**src/mpwd_pkg.sv**
```systemverilog
`default_nettype none
package mpwd_pkg;

    // Timer and field widths
    localparam int unsigned TIMER_PERIOD = 60000;
    localparam int unsigned EDGE_W       = 16;
    localparam int unsigned SHORT_W      = 12;
    localparam int unsigned TOL_W        = 10;
    localparam int unsigned NOM_W        = SHORT_W + 1;
    localparam int unsigned DIFF_W       = EDGE_W + 2;

    // Register reset values
    localparam logic [SHORT_W-1:0] SHORT_RESET = SHORT_W'(500);
    localparam logic [TOL_W-1:0]   TOL_RESET   = TOL_W'(150);
    localparam logic [EDGE_W-1:0]  MAX_RESET   = EDGE_W'(4000);
    localparam logic [EDGE_W-1:0]  MIN_RESET   = EDGE_W'(100);

    // Configuration register indexes
    localparam int unsigned CFG_IDX_W = 2;
    typedef enum logic [CFG_IDX_W-1:0] {
        REG_SHORT_WIDTH = 2'd0,
        REG_TOLERANCE   = 2'd1,
        REG_MAX_WIDTH   = 2'd2,
        REG_MIN_WIDTH   = 2'd3
    } t_cfg_reg;

    typedef struct packed {
        logic [SHORT_W-1:0] short_width;
        logic [TOL_W-1:0]   tolerance;
        logic [EDGE_W-1:0]  max_width;
        logic [EDGE_W-1:0]  min_width;
    } t_cfg;

    // Decoded bits of one item, in emission order from bit 0
    localparam int unsigned MAX_BITS = 3;
    localparam int unsigned CNT_W    = 2;
    typedef struct packed {
        logic [CNT_W-1:0]    count;
        logic [MAX_BITS-1:0] bits;
    } t_packet;

    // Queue between classifier and serializer
    localparam int unsigned Q_DEPTH = 4;
    localparam int unsigned Q_AW    = $clog2(Q_DEPTH);
    localparam int unsigned Q_CW    = $clog2(Q_DEPTH + 1);

    // Difference modulo the timer period, clamped at zero
    function automatic logic [EDGE_W-1:0] wrap_diff(input logic [EDGE_W-1:0] earlier,
                                                    input logic [EDGE_W-1:0] later);
        logic signed [DIFF_W-1:0] d;
        d = signed'({2'b00, later}) - signed'({2'b00, earlier});
        if (d < 0) d = d + signed'(DIFF_W'(TIMER_PERIOD));
        if (d < 0) d = '0;
        return d[EDGE_W-1:0];
    endfunction

    // Value within tolerance of a nominal width
    function automatic logic near(input logic [EDGE_W-1:0] v,
                                  input logic [NOM_W-1:0]  nom,
                                  input logic [TOL_W-1:0]  tol);
        logic signed [DIFF_W-1:0] vs;
        logic signed [DIFF_W-1:0] hi;
        logic signed [DIFF_W-1:0] lo;
        vs = signed'({2'b00, v});
        hi = signed'(DIFF_W'(nom)) + signed'(DIFF_W'(tol));
        lo = signed'(DIFF_W'(nom)) - signed'(DIFF_W'(tol));
        return (vs <= hi) && (vs >= lo);
    endfunction

endpackage
`default_nettype wire

```
**src/mpwd_front.sv**
```systemverilog
`default_nettype none
module mpwd_front (
    input  wire logic                       i_clk,
    input  wire logic                       i_rst_n,
    input  wire mpwd_pkg::t_cfg             i_cfg,
    input  wire logic                       i_valid,
    output logic                            o_stall,
    input  wire logic [mpwd_pkg::EDGE_W-1:0] i_first_edge,
    input  wire logic [mpwd_pkg::EDGE_W-1:0] i_second_edge,
    input  wire logic                       i_start_of_frame,
    output logic                            o_push,
    output mpwd_pkg::t_packet               o_packet,
    input  wire logic                       i_full
);
    import mpwd_pkg::*;

    logic              r_a_valid;
    logic [EDGE_W-1:0] r_a_width;
    logic [EDGE_W-1:0] r_a_gap;
    logic              r_a_sof;
    logic [EDGE_W-1:0] r_prev_edge;
    logic              r_seen;
    logic              r_last;
    logic              n_seen;
    logic              n_last;

    logic              accept;
    logic              advance;
    logic              drop;
    logic [EDGE_W-1:0] prev_eff;
    logic [NOM_W-1:0]  nom_s;
    logic [NOM_W-1:0]  nom_l;
    logic              w_s, w_l, g_s, g_l;
    t_packet           pkt;

    assign accept   = i_valid && !o_stall;
    assign prev_eff = i_start_of_frame ? '0 : r_prev_edge;

    // Track the previous pulse end and the stage valid
    always_ff @(posedge i_clk) begin
        if (!i_rst_n) begin
            r_a_valid   <= 1'b0;
            r_prev_edge <= '0;
            r_seen      <= 1'b0;
            r_last      <= 1'b0;
        end else begin
            if (accept) begin
                r_a_valid   <= 1'b1;
                r_prev_edge <= i_second_edge;
            end else if (advance) begin
                r_a_valid <= 1'b0;
            end
            if (advance) begin
                r_seen <= n_seen;
                r_last <= n_last;
            end
        end
    end

    // Capture width and gap of the accepted item
    always_ff @(posedge i_clk) begin
        if (accept) begin
            r_a_width <= wrap_diff(i_first_edge, i_second_edge);
            r_a_gap   <= wrap_diff(prev_eff, i_first_edge);
            r_a_sof   <= i_start_of_frame;
        end
    end

    // Classify against short and long windows
    assign nom_s = {1'b0, i_cfg.short_width};
    assign nom_l = {i_cfg.short_width, 1'b0};
    assign w_s   = near(r_a_width, nom_s, i_cfg.tolerance);
    assign w_l   = near(r_a_width, nom_l, i_cfg.tolerance);
    assign g_s   = near(r_a_gap, nom_s, i_cfg.tolerance);
    assign g_l   = near(r_a_gap, nom_l, i_cfg.tolerance);
    assign drop  = (r_a_width > i_cfg.max_width) || (r_a_width < i_cfg.min_width);

    // Build the bit sequence and the state that follows it
    always_comb begin
        logic seen;
        logic lb;
        logic b;
        logic [CNT_W-1:0] n;
        seen = r_a_sof ? 1'b0 : r_seen;
        lb   = r_a_sof ? 1'b0 : r_last;
        n    = '0;
        pkt  = '0;
        b    = 1'b0;
        if (!drop) begin
            if (w_s) begin
                priority if (!seen) begin
                    seen = 1'b1;
                    b    = 1'b0;
                end else if (g_s) begin
                    b = lb;
                end else if (g_l) begin
                    b = !lb;
                end else begin
                    b = 1'b0;
                end
                pkt.bits[n] = b;
                lb          = b;
                n           = n + CNT_W'(1);
            end
            if (w_l) begin
                priority if (g_s) begin
                    pkt.bits[n]              = lb;
                    pkt.bits[n + CNT_W'(1)]  = !lb;
                    lb                       = !lb;
                    n                        = n + CNT_W'(2);
                end else if (g_l) begin
                    pkt.bits[n]              = !lb;
                    pkt.bits[n + CNT_W'(1)]  = lb;
                    n                        = n + CNT_W'(2);
                end else begin
                    n = n;
                end
            end
        end
        pkt.count = n;
        n_seen    = seen;
        n_last    = lb;
    end

    // Retire the stage unless a nonempty packet meets a full queue
    assign advance  = r_a_valid && ((pkt.count == '0) || !i_full);
    assign o_stall  = r_a_valid && !advance;
    assign o_push   = advance && (pkt.count != '0);
    assign o_packet = pkt;

    a_push_fits: assert property (@(posedge i_clk) disable iff (!i_rst_n)
        o_push |-> !i_full) else $error("push into full queue");
    a_stall_holds: assert property (@(posedge i_clk) disable iff (!i_rst_n)
        o_stall |=> r_a_valid) else $error("stalled stage lost its item");
    a_drop_silent: assert property (@(posedge i_clk) disable iff (!i_rst_n)
        (r_a_valid && drop) |-> !o_push) else $error("dropped pulse produced bits");

endmodule
`default_nettype wire

```
**src/mpwd_queue.sv**
```systemverilog
`default_nettype none
module mpwd_queue (
    input  wire logic              i_clk,
    input  wire logic              i_rst_n,
    input  wire logic              i_push,
    input  wire mpwd_pkg::t_packet i_packet,
    output logic                   o_full,
    input  wire logic              i_pop,
    output mpwd_pkg::t_packet      o_head,
    output logic                   o_empty
);
    import mpwd_pkg::*;

    t_packet         r_mem [Q_DEPTH];
    logic [Q_AW-1:0] r_wr;
    logic [Q_AW-1:0] r_rd;
    logic [Q_CW-1:0] r_count;

    assign o_full  = (r_count == Q_CW'(Q_DEPTH));
    assign o_empty = (r_count == '0);
    assign o_head  = r_mem[r_rd];

    // Advance pointers and occupancy
    always_ff @(posedge i_clk) begin
        if (!i_rst_n) begin
            r_wr    <= '0;
            r_rd    <= '0;
            r_count <= '0;
        end else begin
            if (i_push) r_wr <= (r_wr == Q_AW'(Q_DEPTH - 1)) ? '0 : r_wr + Q_AW'(1);
            if (i_pop)  r_rd <= (r_rd == Q_AW'(Q_DEPTH - 1)) ? '0 : r_rd + Q_AW'(1);
            unique case ({i_push, i_pop})
                2'b10:   r_count <= r_count + Q_CW'(1);
                2'b01:   r_count <= r_count - Q_CW'(1);
                default: r_count <= r_count;
            endcase
        end
    end

    // Store entries
    always_ff @(posedge i_clk) begin
        if (i_push) r_mem[r_wr] <= i_packet;
    end

    a_count_bound: assert property (@(posedge i_clk) disable iff (!i_rst_n)
        r_count <= Q_CW'(Q_DEPTH)) else $error("queue over capacity");
    a_no_underflow: assert property (@(posedge i_clk) disable iff (!i_rst_n)
        i_pop |-> !o_empty) else $error("pop from empty queue");
    a_entry_nonempty: assert property (@(posedge i_clk) disable iff (!i_rst_n)
        !o_empty |-> (o_head.count != '0)) else $error("queued packet without bits");

endmodule
`default_nettype wire

```
**src/mpwd_back.sv**
```systemverilog
`default_nettype none
module mpwd_back (
    input  wire logic              i_clk,
    input  wire logic              i_rst_n,
    input  wire mpwd_pkg::t_packet i_head,
    input  wire logic              i_empty,
    output logic                   o_pop,
    output logic                   o_valid,
    input  wire logic              i_stall,
    output logic                   o_bit_value,
    output logic                   o_last_in_run
);
    import mpwd_pkg::*;

    logic             r_o_valid;
    logic             r_o_bit;
    logic             r_o_last;
    logic [CNT_W-1:0] r_idx;
    logic             load;
    logic             is_last;

    // Load the output register whenever it is free and the queue is not empty
    assign load    = !i_empty && (!r_o_valid || !i_stall);
    assign is_last = (r_idx == i_head.count - CNT_W'(1));
    assign o_pop   = load && is_last;

    always_ff @(posedge i_clk) begin
        if (!i_rst_n) begin
            r_o_valid <= 1'b0;
            r_idx     <= '0;
        end else begin
            if (load) begin
                r_o_valid <= 1'b1;
                r_idx     <= is_last ? '0 : r_idx + CNT_W'(1);
            end else if (!i_stall) begin
                r_o_valid <= 1'b0;
            end
        end
    end

    // Hold the payload of the item on offer
    always_ff @(posedge i_clk) begin
        if (load) begin
            r_o_bit  <= i_head.bits[r_idx];
            r_o_last <= is_last;
        end
    end

    assign o_valid       = r_o_valid;
    assign o_bit_value   = r_o_bit;
    assign o_last_in_run = r_o_last;

    a_run_contiguous: assert property (@(posedge i_clk) disable iff (!i_rst_n)
        (r_o_valid && !i_stall && !r_o_last) |=> r_o_valid)
        else $error("gap inside a run of bits");
    a_idx_in_range: assert property (@(posedge i_clk) disable iff (!i_rst_n)
        !i_empty |-> (r_idx < i_head.count)) else $error("bit index beyond packet");
    a_idx_rest: assert property (@(posedge i_clk) disable iff (!i_rst_n)
        o_pop |=> (r_idx == '0)) else $error("index not rewound after pop");

endmodule
`default_nettype wire

```
**src/manchester_pulse_width_decoder_top.sv**
```systemverilog
`default_nettype none
// Channel   Valid     Stall     Payload
// input     i_valid   o_stall   i_first_edge, i_second_edge, i_start_of_frame
// output    o_valid   i_stall   o_bit_value, o_last_in_run
// config    i_cfg_we  -         i_cfg_index, i_cfg_data
//
// An item yields one to three decoded bits at the output, or none; the
// serializer gives out one bit a cycle while i_stall is low. The first bit
// passes the classifier stage register, the queue and the output register.
// A four-entry queue sits between classifier and serializer, so o_stall rises
// only when the queue is full and the classified item has bits to store.
// Synchronous active-low reset clears state and loads register defaults.
module manchester_pulse_width_decoder_top (
    input  wire logic                          i_clk,
    input  wire logic                          i_rst_n,
    input  wire logic                          i_cfg_we,
    input  wire logic [mpwd_pkg::CFG_IDX_W-1:0] i_cfg_index,
    input  wire logic [mpwd_pkg::EDGE_W-1:0]    i_cfg_data,
    input  wire logic                          i_valid,
    output logic                               o_stall,
    input  wire logic [mpwd_pkg::EDGE_W-1:0]    i_first_edge,
    input  wire logic [mpwd_pkg::EDGE_W-1:0]    i_second_edge,
    input  wire logic                          i_start_of_frame,
    output logic                               o_valid,
    input  wire logic                          i_stall,
    output logic                               o_bit_value,
    output logic                               o_last_in_run
);
    import mpwd_pkg::*;

    t_cfg    r_cfg;
    logic    push;
    logic    pop;
    logic    full;
    logic    empty;
    t_packet push_pkt;
    t_packet head_pkt;

    // Write configuration registers
    always_ff @(posedge i_clk) begin
        if (!i_rst_n) begin
            r_cfg.short_width <= SHORT_RESET;
            r_cfg.tolerance   <= TOL_RESET;
            r_cfg.max_width   <= MAX_RESET;
            r_cfg.min_width   <= MIN_RESET;
        end else if (i_cfg_we) begin
            unique case (t_cfg_reg'(i_cfg_index))
                REG_SHORT_WIDTH: r_cfg.short_width <= i_cfg_data[SHORT_W-1:0];
                REG_TOLERANCE:   r_cfg.tolerance   <= i_cfg_data[TOL_W-1:0];
                REG_MAX_WIDTH:   r_cfg.max_width   <= i_cfg_data;
                REG_MIN_WIDTH:   r_cfg.min_width   <= i_cfg_data;
                default:         r_cfg             <= r_cfg;
            endcase
        end
    end

    mpwd_front u_front (
        .i_clk            (i_clk),
        .i_rst_n          (i_rst_n),
        .i_cfg            (r_cfg),
        .i_valid          (i_valid),
        .o_stall          (o_stall),
        .i_first_edge     (i_first_edge),
        .i_second_edge    (i_second_edge),
        .i_start_of_frame (i_start_of_frame),
        .o_push           (push),
        .o_packet         (push_pkt),
        .i_full           (full)
    );

    mpwd_queue u_queue (
        .i_clk    (i_clk),
        .i_rst_n  (i_rst_n),
        .i_push   (push),
        .i_packet (push_pkt),
        .o_full   (full),
        .i_pop    (pop),
        .o_head   (head_pkt),
        .o_empty  (empty)
    );

    mpwd_back u_back (
        .i_clk         (i_clk),
        .i_rst_n       (i_rst_n),
        .i_head        (head_pkt),
        .i_empty       (empty),
        .o_pop         (pop),
        .o_valid       (o_valid),
        .i_stall       (i_stall),
        .o_bit_value   (o_bit_value),
        .o_last_in_run (o_last_in_run)
    );

endmodule
`default_nettype wire
```
**config.mk**
```make
export PLATFORM = sky130hd
export DESIGN_NAME = manchester_pulse_width_decoder_top
export DESIGN_NICKNAME = d
export VERILOG_FILES = /design/src/mpwd_pkg.sv /design/src/mpwd_front.sv /design/src/mpwd_queue.sv /design/src/mpwd_back.sv /design/src/manchester_pulse_width_decoder_top.sv
export SDC_FILE = /design/constraint.sdc
export NUM_CORES = 1
export LEC_CHECK = 0
export BUFFER_PORTS_ARGS = -buffer_cell sky130_fd_sc_hd__buf_4
export CAP_MARGIN = 10
export CORE_MARGIN = 3
export CORE_UTILIZATION = 30
export DETAILED_ROUTE_END_ITERATION = 8
export PLACE_DENSITY = 0.44
export REMOVE_ABC_BUFFERS = 1
export SETUP_SLACK_MARGIN = 0.5
export SKIP_CTS_REPAIR_TIMING = 1
export SYNTH_ARGS = -nofsm -noshare
export SYNTH_HDL_FRONTEND = slang
export SYNTH_SLANG_ARGS = --single-unit
```
**constraint.sdc**
```tcl
create_clock -name i_clk -period 6.3 [get_ports i_clk]
set_input_delay 0.315 -clock i_clk [delete_from_list [all_inputs] [get_ports i_clk]]
set_output_delay 0.315 -clock i_clk [all_outputs]
set_load 0.05 [all_outputs]
```
==> results.md <==
- Status: completed
- Maxcap violations: 0
- Grt total ovfl: 0
- Final antenna-violating net count: 0
- Crit path DAT: 6.03 ns
- Antenna violations before repair: 0
- Most frequent cell after synthesis: ha_1
- Synth warn: 0
- Syn_area_per_cell: 8.51 um2
- Vias in the first global route: 10100
- Critical path class: flip-flop to flip-flop
- Setup TNS: 0 ns
- CP startpoint kind: flip-flop
- CTS Buf Count: 17
- Worst slack, placed: between 0.1 and 0.15 ns
- Final Cycle Share: between 80% and 90%
- Final WL: roughly 38000 um
- Wire per inst: roughly 18 um
- Placer Congestion: slightly above 0.8
- Crit-path max FO: 5
- Sequential fraction of the synthesis area: roughly a quarter
- Root Buffer: clkbuf_16
- Setup WS post-layout: approximately 0.65 ns
- Vert. Die Dim: between 200 and 250 um
- PD cells: 264 mW/mm2
- CTS tree: yes
- Filler cell count in the final layout: about 4400
- All-Layer GR Usage: ~17%
- Max-slew violation count: 0
- Critical Path RT: roughly 6.7 ns
- Worst path slowest cell: or3_1
- Clock transition at the registers of the reported paths: approximately 0.070 ns
- Mapped cell area: about 0.013 mm2
- Die Area: about 0.045 mm2
- Detail Placement HPWL: between 20000 and 30000 um
- Antenna Diode Count: 0
- Fraction of layout cells with a size suffix above 1: 12.7%
- Maximum VDD drop: around 0.2 mV
- P_leak: between 6 and 7 nW
- Bufs on Longest Clock Path: 2
- Initial Util: between 30 and 40%
- Syn-to-layout area delta: 14.5%
- Final worst path period need: ~5.6 ns
- Cells after Synth: around 1500
- CTS H-Tree Depth: 4
- HP Class: input pin to flip-flop
- Row count: 75
- Yosys top cell by area: ha_1
- Endpoints failing setup: 0
- RSZ-0062 raised after global routing: true
- Largest net degree at the start of global routing: 64
- Fmax: 177 MHz
- Fin Clk Skew: approximately 0.012 ns
- # port buffers: a little under 60
- Drt drc: 0
- # clock sinks: 140
- DR vias: 10700
- Final instance area: between 0.01 and 0.015 mm2
- First-pass DRT Iterations: 5
- EDFF count, synth: 55
- DR iter-0 viols: about 540
- First-pass GRT wire length: 58300 um
- Placement Cell Area: between 0.01 and 0.015 mm2
- Share of the synthesized area in the top cell type: between 20% and 30%
- Worst Tran Pin Value: a little over 1 ns
- Post-synth top flop: dfxtp_1
- Final nets: 1849
- #FFs+latches synth: between 100 and 150
- CP max stage delay: between 0.3 and 0.4 ns
- Clock latency on the worst-skew pair: between 0.4 and 0.5 ns
- Asr flop ratio synth: 0%
- Slew HR: between 30% and 40%
- Die extent in x: between 200 and 250 um
- Final hold violation count: 0
- Vias per cell: around 5
- Core region area: 0.0421 mm2
- Kind of end point of the critical path: flip-flop
- Synth cell types: 100
- Top cells by area, synth: ha_1, dfxtp_1, edfxtp_1
- Critical path's most frequent cell: a21o_1
- Top cells by count, synth: ha_1, nand2_1, nor2_1
- IO Pins: 60
==> routing by layer <==
| metal | track usage, % | vias to the layer above | share of wire [%] |
|---|---|---|---|
| li1 | - | 5510 | - |
| met1 | 22.3 | 4992 | 47 |
| met2 | 29.4 | 155 | 49 |
| met3 | 2.20 | 23 | 3.0 |
| met4 | 4.01 | 0 | 1.2 |
| met5 | 0 | - | 0 |
==> sequential cells by signal, indices dropped and copies added (netlist names), named ones only <==
name,cells
u_front.r_a_width,16
u_front.r_last,1
u_front.r_prev_edge,16
u_front.r_a_gap,16
u_back.o_bit_value,1
u_queue.r_count,3
u_back.o_last_in_run,1
u_front.r_seen,1
u_queue.r_mem,20
u_queue.r_rd,2
u_queue.r_wr,2
u_front.r_a_valid,1
u_back.r_idx,2
r_cfg,54
u_back.o_valid,1
u_front.r_a_sof,1
==> per-stage QoR <==
stage	hold WS [ns]	cells	utilization, %	power (mW)
2_1_floorplan	0.387	1469	-	2.31
3_3_place_gp	0.445	2082	32.9	2.82
3_5_place_dp	0.447	2082	32.9	2.84
6_report	0.108	2125	34.9	3.89
5_1_grt	0.0993	2125	34.9	4.19
4_1_cts	0.0806	2114	34.3	3.89
==> power breakdown <==
group | switching, mW | internal, mW | total (mW) | leakage, nW
Sequential | 0.222 | 1.05 | 1.28 | 1.19
Clock | 0.448 | 0.563 | 1.01 | 0.275
Combinational | 0.881 | 0.720 | 1.60 | 4.66
Total | 1.55 | 2.34 | 3.89 | 6.13
==> logic make-up after synthesis <==
group	after synthesis	synth area share [%]
and+or+nand+nor	505	18.8
AOI/OAI and AO/OA	375	19.4
adders and majority gates	223	22.1
buffers and inverters	162	5.37
DFF	140	26.1
xor gates and xnor gates	75	5.36
muxes	30	2.89
==> cell type report <==
type / count / area [um2] / share of cell area [%]
timing repair buffer: 85 / 654 / 4.45
clock buffer: 24 / 504 / 3.43
multi-input combinational: 1208 / 9000 / 61.2
sequential: 140 / 3360 / 22.8
inverter: 121 / 459 / 3.12
tap: 539 / 674 / 4.58
clock inverter: 8 / 57.6 / 0.391
==> critical path: cells and delay by family, from the launching register on <==
family / cells / cell delay, ns
buffers and inverters: 4 / 0.22
adder cells (fa/ha/maj): 5 / 1.32
XOR/XNOR: 2 / 0.31
flip-flops: 1 / 0.36
AO/OA/AOI/OAI: 16 / 2.61
AND/OR/NAND/NOR: 5 / 0.77
==> placed cells by master, fill, tap and decap left out, types with 9 or more instances in the layout <==
cell       instances
ha_1             207
nand2_1          159
nor2_1           135
inv_1            112
a21oi_1          110
buf_4             83
dfxtp_1           81
o21ai_0           70
edfxtp_1          55
xnor2_1           50
nand2b_1          41
a21o_1            40
nor2b_1           36
nor3_1            31
mux2i_1           23
nand3_1           20
o211ai_1          20
xor2_1            20
clkbuf_16         19
o21a_1            17
nand4_1           13
a31oi_1           10
or2_2             10
or3_1             10
a211oi_1           9
o21ai_1            9
==> final timing paths <==
kind	endpoint	slack, ns	cells past startpoint	startpoint
worst max-delay path	u_queue.r_count[2]	0.65	32	r_cfg[42]
worst min-delay path	u_front.r_prev_edge[12]	0.11	3	i_second_edge[12]
worst max register to register	u_queue.r_count[2]	0.65	32	r_cfg[42]
worst min register to register	r_cfg[14]	0.45	2	r_cfg[14]
Power figures use the tool's default switching activity.
